--- src/rtl/tdpt_pkg.sv ---
// ----------------------------------------------------------------------------
// Trial-division prime test: shared package
// Holds the operand width and the request and status bundles that pass
// between the sequencer and the remainder unit.
// ----------------------------------------------------------------------------
package tdpt_pkg;

  // Width of the signed integer under test.
  localparam int VALUE_WIDTH = 16;

  // Wide enough to count the magnitude bits of one operand.
  localparam int CNT_W = $clog2(VALUE_WIDTH);

  // Start request to the remainder unit.
  typedef struct packed {
    logic                   start;
    logic [VALUE_WIDTH-1:0] dividend;
    logic [VALUE_WIDTH-1:0] divisor;
  } tdpt_div_req_t;

  // Status back from the remainder unit.
  typedef struct packed {
    logic done;
    logic rem_zero;
  } tdpt_div_sts_t;

endpackage

--- src/rtl/tdpt_rem_unit.sv ---
// ----------------------------------------------------------------------------
// Trial-division prime test: remainder unit
// Restoring bit-serial remainder, one dividend bit per cycle, with a single
// shared subtract and compare.
// ----------------------------------------------------------------------------
module tdpt_rem_unit (
  input  logic                   clk,
  input  logic                   rst_n,
  input  tdpt_pkg::tdpt_div_req_t req,
  output tdpt_pkg::tdpt_div_sts_t sts
);

  localparam int W = tdpt_pkg::VALUE_WIDTH;

  logic                        busy_r,  busy_nxt;
  logic                        done_r,  done_nxt;
  logic [tdpt_pkg::CNT_W-1:0]  cnt_r,   cnt_nxt;
  logic [W:0]                  rem_r,   rem_nxt;
  logic [W-2:0]                sh_r,    sh_nxt;
  logic [W-1:0]                dvs_r,   dvs_nxt;
  logic [W:0]                  trial;

  // Bring down the next dividend bit and subtract if the divisor fits.
  assign trial = {rem_r[W-1:0], sh_r[W-2]};

  always_comb begin
    busy_nxt = busy_r;
    done_nxt = 1'b0;
    cnt_nxt  = cnt_r;
    rem_nxt  = rem_r;
    sh_nxt   = sh_r;
    dvs_nxt  = dvs_r;
    if (req.start) begin
      busy_nxt = 1'b1;
      cnt_nxt  = tdpt_pkg::CNT_W'(W - 1);
      rem_nxt  = '0;
      sh_nxt   = req.dividend[W-2:0];
      dvs_nxt  = req.divisor;
    end else if (busy_r) begin
      if (trial >= {1'b0, dvs_r}) begin
        rem_nxt = trial - {1'b0, dvs_r};
      end else begin
        rem_nxt = trial;
      end
      sh_nxt  = {sh_r[W-3:0], 1'b0};
      cnt_nxt = cnt_r - tdpt_pkg::CNT_W'(1);
      if (cnt_r == tdpt_pkg::CNT_W'(1)) begin
        busy_nxt = 1'b0;
        done_nxt = 1'b1;
      end
    end
  end

  always_ff @(posedge clk) begin
    if (!rst_n) begin
      busy_r <= 1'b0;
      done_r <= 1'b0;
      cnt_r  <= '0;
    end else begin
      busy_r <= busy_nxt;
      done_r <= done_nxt;
      cnt_r  <= cnt_nxt;
    end
  end

  always_ff @(posedge clk) begin
    rem_r <= rem_nxt;
    sh_r  <= sh_nxt;
    dvs_r <= dvs_nxt;
  end

  assign sts.done     = done_r;
  assign sts.rem_zero = (rem_r == '0);

endmodule

--- src/rtl/trial_division_prime_test_unit.sv ---
// ----------------------------------------------------------------------------
// Trial-division prime test unit
// Tests one signed integer per transfer for primality and returns a flag.
// ----------------------------------------------------------------------------
//
//   Channel  Ports                           Direction  Carries
//   in       in_valid, in_ready, in_value    sink       signed value to test
//   out      out_valid, out_ready, out_is_prime source  1 when value is prime
//
// A negative value, zero or one is settled in the sequencer without a trial
// division. Otherwise each trial divisor takes a bound check in the
// sequencer and then a pass through the bit-serial remainder unit. A prime
// near the top of the 16-bit range tries about 180 divisors.
// Reset clears the sequencer and the output register; none are pending after.
// A stall on the result channel holds the finished flag in the output
// register. The unit still takes the next value, but once that verdict is
// ready it waits in the sequencer with in_ready low until the register frees.
//
module trial_division_prime_test_unit (
  input  logic                             clk,
  input  logic                             rst_n,
  input  logic                             in_valid,
  output logic                             in_ready,
  input  logic signed [tdpt_pkg::VALUE_WIDTH-1:0] in_value,
  output logic                             out_valid,
  input  logic                             out_ready,
  output logic                             out_is_prime
);

  localparam int W = tdpt_pkg::VALUE_WIDTH;

  // Sequencer states, one-hot.
  typedef enum logic [3:0] {
    ST_IDLE  = 4'b0001,
    ST_CHECK = 4'b0010,
    ST_DIV   = 4'b0100,
    ST_DONE  = 4'b1000
  } state_t;

  state_t                  state_r, state_nxt;
  logic [W-1:0]            n_r,     n_nxt;      // value under test
  logic [W-1:0]            d_r,     d_nxt;      // current trial divisor
  logic [W:0]              sq_r,    sq_nxt;     // d_r squared, kept incrementally
  logic                    flag_r,  flag_nxt;   // verdict awaiting the output
  logic                    out_valid_r, out_valid_nxt;
  logic                    out_flag_r,  out_flag_nxt;

  tdpt_pkg::tdpt_div_req_t div_req;
  tdpt_pkg::tdpt_div_sts_t div_sts;

  logic in_xfer;
  logic out_free;

  assign in_ready = (state_r == ST_IDLE);
  assign in_xfer  = in_valid && in_ready;
  // The output register can take a new flag if empty or emptied this cycle.
  assign out_free = !out_valid_r || out_ready;

  assign div_req.start    = (state_r == ST_CHECK) && (sq_r <= {1'b0, n_r});
  assign div_req.dividend = n_r;
  assign div_req.divisor  = d_r;

  tdpt_rem_unit u_rem (
    .clk   (clk),
    .rst_n (rst_n),
    .req   (div_req),
    .sts   (div_sts)
  );

  always_comb begin
    state_nxt = state_r;
    n_nxt     = n_r;
    d_nxt     = d_r;
    sq_nxt    = sq_r;
    flag_nxt  = flag_r;
    case (state_r)
      ST_IDLE: begin
        if (in_xfer) begin
          n_nxt  = in_value;
          d_nxt  = W'(2);
          sq_nxt = (W + 1)'(4);
          // Negative values and values below two are settled at once.
          if (in_value[W-1] || (in_value[W-1:1] == '0)) begin
            flag_nxt  = 1'b0;
            state_nxt = ST_DONE;
          end else begin
            state_nxt = ST_CHECK;
          end
        end
      end
      ST_CHECK: begin
        // Once the divisor squared passes the value, no factor is left.
        if (sq_r > {1'b0, n_r}) begin
          flag_nxt  = 1'b1;
          state_nxt = ST_DONE;
        end else begin
          state_nxt = ST_DIV;
        end
      end
      ST_DIV: begin
        if (div_sts.done) begin
          if (div_sts.rem_zero) begin
            flag_nxt  = 1'b0;
            state_nxt = ST_DONE;
          end else begin
            // (d + 1)^2 = d^2 + 2d + 1
            sq_nxt    = sq_r + {d_r, 1'b1};
            d_nxt     = d_r + W'(1);
            state_nxt = ST_CHECK;
          end
        end
      end
      ST_DONE: begin
        if (out_free) begin
          state_nxt = ST_IDLE;
        end
      end
      default: begin
        state_nxt = ST_IDLE;
      end
    endcase
  end

  always_comb begin
    out_flag_nxt  = out_flag_r;
    out_valid_nxt = out_valid_r && !out_ready;
    if ((state_r == ST_DONE) && out_free) begin
      out_valid_nxt = 1'b1;
      out_flag_nxt  = flag_r;
    end
  end

  always_ff @(posedge clk) begin
    if (!rst_n) begin
      state_r     <= ST_IDLE;
      out_valid_r <= 1'b0;
    end else begin
      state_r     <= state_nxt;
      out_valid_r <= out_valid_nxt;
    end
  end

  always_ff @(posedge clk) begin
    n_r        <= n_nxt;
    d_r        <= d_nxt;
    sq_r       <= sq_nxt;
    flag_r     <= flag_nxt;
    out_flag_r <= out_flag_nxt;
  end

  assign out_valid    = out_valid_r;
  assign out_is_prime = out_flag_r;

endmodule

--- config.mk ---
export PLATFORM = sky130hd
export DESIGN_NAME = trial_division_prime_test_unit
export DESIGN_NICKNAME = d
export VERILOG_FILES = /design/src/rtl/tdpt_pkg.sv /design/src/rtl/tdpt_rem_unit.sv /design/src/rtl/trial_division_prime_test_unit.sv
export SDC_FILE = /design/constraint.sdc
export NUM_CORES = 1
export LEC_CHECK = 0
export ABC_AREA = 1
export BUFFER_PORTS_ARGS = -buffer_cell sky130_fd_sc_hd__buf_2
export CORE_AREA = 2 2 113 115
export DETAILED_ROUTE_END_ITERATION = 6
export DIE_AREA = 0 0 115 117
export GPL_TIMING_DRIVEN = 0
export PLACE_DENSITY = 0.74
export SETUP_SLACK_MARGIN = 0.4
export SLEW_MARGIN = 20
export SYNTH_ARGS = -nofsm -noshare
export SYNTH_HDL_FRONTEND = slang
export SYNTH_SLANG_ARGS = --single-unit
--- constraint.sdc ---
create_clock -name clk -period 3.67 [get_ports clk]
set_input_delay 0.1835 -clock clk [delete_from_list [all_inputs] [get_ports clk]]
set_output_delay 0.1835 -clock clk [all_outputs]
set_load 0.1 [all_outputs]
==> impl_metrics.tcl <==
set metrics [dict create \
    post-place-ws_ns 1.07 \
    grt_pass1_wl_um 25900 \
    drt_iter0_drc 366 \
    synth_top_area_share_pct 35.2 \
    grt_pass1_vias 5451 \
    path_class "flip-flop to flip-flop" \
    synth_edf_count 82 \
    synth.cell_area_um2 7000 \
    core_um2 12300 \
    final_nets 997 \
    grt_max_degree 24 \
    hold_depth 2 \
    status "completed" \
    initial_utilization_pct 56.9 \
    cts_max_path_buffers 2 \
    fin_setup_tns_ns 0 \
    p_sw_share_pct 42.4 \
    crit_path_end_kind "flip-flop" \
    ctsResizeCount 0 \
    synthCells 875 \
    rsz0062_at_grt "no" \
    dp.cells 1048 \
    whs_ns 0.0291 \
    max_freq_ghz 0.382 \
    ys_top_cells_by_count "nand2_1 (217), inv_1 (121), nand3_1 (88)" \
    ys_ff_latch 110 \
    cp-start-kind "flip-flop" \
    synth.distinct_cells 44 \
    drv_cap 0 \
    p_int_uw 2910 \
    synth_area_leaders "edfxtp_1 (35%), nand2_1 (12%), ha_1 (8.9%)" \
    min_to "state_r[0]$_SDFFE_PN1P_" \
    area_growth_pct 11.7 \
    dp_hpwl_um 11700 \
    htree_levels 3 \
    wl_um 15700 \
    post_drt_wl_per_cell_um 14.5 \
    finClkSkew_ns 0.0164 \
    combinationalPowerShare_pct 39.1 \
    numCtsBuffers 9 \
    ys_seq_area_share_pct 43.2 \
    vias_per_cell 5.38 \
    synth_flop_cell "edfxtp_1" \
    setup_ws_ns 1.05 \
    fin_area_um2 7820 \
    fp.dieH_um 117 \
    drv_slew 0 \
    period_minus_slack_ns 2.62 \
    portBuffers 22 \
    num_vias 5811 \
    clkSinkCount 110 \
    io_pins 23 \
    clkLatencyLatePin_ns 0.37 \
    die-width_um 115 \
    rrSetupSlack_ns 1.05 \
    max_stage_delay_ns 0.45 \
    irDropWorstVdd_v 0.000504 \
    place_area_um2 7350 \
    min_path_type "primary input to flip-flop" \
    fin_crit_sh_pct 71.3 \
    avgSynthCellArea_um2 8.00 \
    rows 41 \
    cp_common_cell "nand2_1" \
    cp_slowest_cell "edfxtp_1" \
    drc_errors 0 \
    power_density_nw_per_um2 646 \
    clkPwrFrac_pct 20.1 \
    path_cells "ha_1, nand2_1, nor2_1, nand3b_1, nand3_1, nand2_1, nand2_1, nand2_1, nand2_1, buf_2, nand2_1" \
    finalHoldViolations 0 \
    drive_gt1_share_pct 10.0 \
    dieArea_um2 13500 \
    arrival_ns 2.59 \
    path_clk_slew_ns 0.08 \
    r2r-end "u_rem.sh_r[11]$_DFFE_PP_" \
    syn_nets 947 \
    gp_congestion 0.901 \
    grt_usage_pct 24.9 \
    antenna_cells 0 \
    ant_nets 0 \
    cp.required_ns 3.64 \
    setup_viol 0 \
    pwr-share-seq_pct 40.8 \
    synth_top_cell_by_area "edfxtp_1" \
    antenna_found_initial 0 \
    worst_pin_slew_ns 0.831 \
    p_leak_uw 0.00365 \
    fin_cells 1080 \
    yosys.cell_count.top_type "nand2_1" \
    timing.rr.start "sq_r[8]$_SDFFCE_PP0P_" \
    r2r_cells 11 \
    cts_root_buf "clkbuf_16" \
    ys.warnings.count 0 \
    worstHoldStart "rst_n" \
    async_reset_ff_share_pct 0 \
    cts_setup_buffers 0 \
    worstPathMaxFanout 15 \
    tritoncts "built" \
    p_switching_uw 2150 \
    slew_headroom_pct 44.5 \
    grt_overflow 0 \
    first_pass_iters 5 \
]
state kept, by name, indices dropped and copies added (netlist names):
signal,cells
state_r,4
u_rem.sh_r,15
out_is_prime,1
out_valid,1
u_rem.done_r,1
flag_r,1
u_rem.rem_r,17
d_r,16
u_rem.cnt_r,4
u_rem.dvs_r,16
u_rem.busy_r,1
n_r,16
sq_r,17
per-stage QoR:
| stage | power [µW] | util, % |
|---|---|---|
| final | 5060 | 63.5 |
| after global routing | 5430 | 63.5 |
| after CTS | 5040 | 63.5 |
| after detailed placement | 4010 | 59.7 |
| after global placement | 3900 | 59.4 |
| after floorplan | 3430 | - |
routing by layer:
metal | vias to the layer above | wire (µm) | GRT usage, %
met3 | 36 | 588 | 4.27
met2 | 125 | 7800 | 43.8
met4 | 0 | 431 | 10.0
met5 | - | 0 | 0
li1 | 2989 | - | -
met1 | 2661 | 6870 | 30.5
how the worst max path moves through the flow:
stage / slack (ns) / start / endpoint / cells past startpoint
after floorplan: 0.81 / state_r[3]$_SDFFE_PN0P_ / d_r[0]$_SDFFCE_PP0P_ / 5
after global placement: 0.74 / state_r[1]$_SDFFE_PN0P_ / sq_r[9]$_SDFFCE_PP0P_ / 7
after detailed placement: 1.07 / sq_r[8]$_SDFFCE_PP0P_ / u_rem.sh_r[3]$_DFFE_PP_ / 11
after CTS: 1.05 / sq_r[8]$_SDFFCE_PP0P_ / u_rem.sh_r[1]$_DFFE_PP_ / 11
after global routing: 0.80 / sq_r[8]$_SDFFCE_PP0P_ / u_rem.sh_r[1]$_DFFE_PP_ / 11
final: 1.05 / sq_r[8]$_SDFFCE_PP0P_ / u_rem.sh_r[11]$_DFFE_PP_ / 11
cells by family after synthesis:
kind of cell | Yosys count | share of synthesized area, %
AOI/OAI and AO/OA | 114 | 8.91
DFF | 110 | 43.2
buffers and inverters | 147 | 8.43
xor gates and xnor gates | 12 | 1.50
adders and majority gates | 52 | 9.50
and+or+nand+nor | 440 | 28.5
what timing repair did:
item / 4_1_cts / 5_1_grt
hold buffers: 16 / 0
setup endpoints to repair: 0 / 0
hold endpoints to repair: 16 / 0
power by group through the flow:
stage / Clock (µW) / Combinational, µW / Sequential (µW)
CTS: 1030 / 1960 / 2050
global route: 1070 / 2270 / 2090
finish: 1020 / 1980 / 2060
global placement: 0 / 1810 / 2090
detailed placement: 0 / 1930 / 2080
floorplan: 0 / 1470 / 1960
layout by cell type (no fill, tap or decap), drive strengths merged:
cell type	n
nand3	89
fa	2
or3b	1
buf	35
xnor2	5
nand3b	2
nor2	74
nor3	15
a21o	2
and2	3
a21oi	64
o31ai	1
nand2	234
nor3b	3
dlygate4sd3	16
clkbuf	14
ha	50
clkinv	4
dfxtp	28
nor4b	1
o21a	6
o21bai	2
xor2	7
o21ai	39
inv	133
edfxtp	82
nand4	11
or2	7
critical path: cells and delay by family (launching register included):
kind	cells	cell delay, ns
adders and majority gates	1	0.34
and+or+nand+nor	9	1.17
buffers and inverters	1	0.27
DFF	1	0.45
cell type report:
| cell class | instances | area, µm² |
|---|---|---|
| fill | 1086 | 4490 |
| tap | 150 | 188 |
| sequential | 110 | 3020 |
| clock buffer | 9 | 225 |
| inverter | 130 | 488 |
| buffer | 17 | 103 |
| multi-input combinational | 618 | 3410 |
| timing repair buffer | 39 | 298 |
| clock inverter | 7 | 88.8 |
No activity file was read; power rests on OpenSTA's default activity.
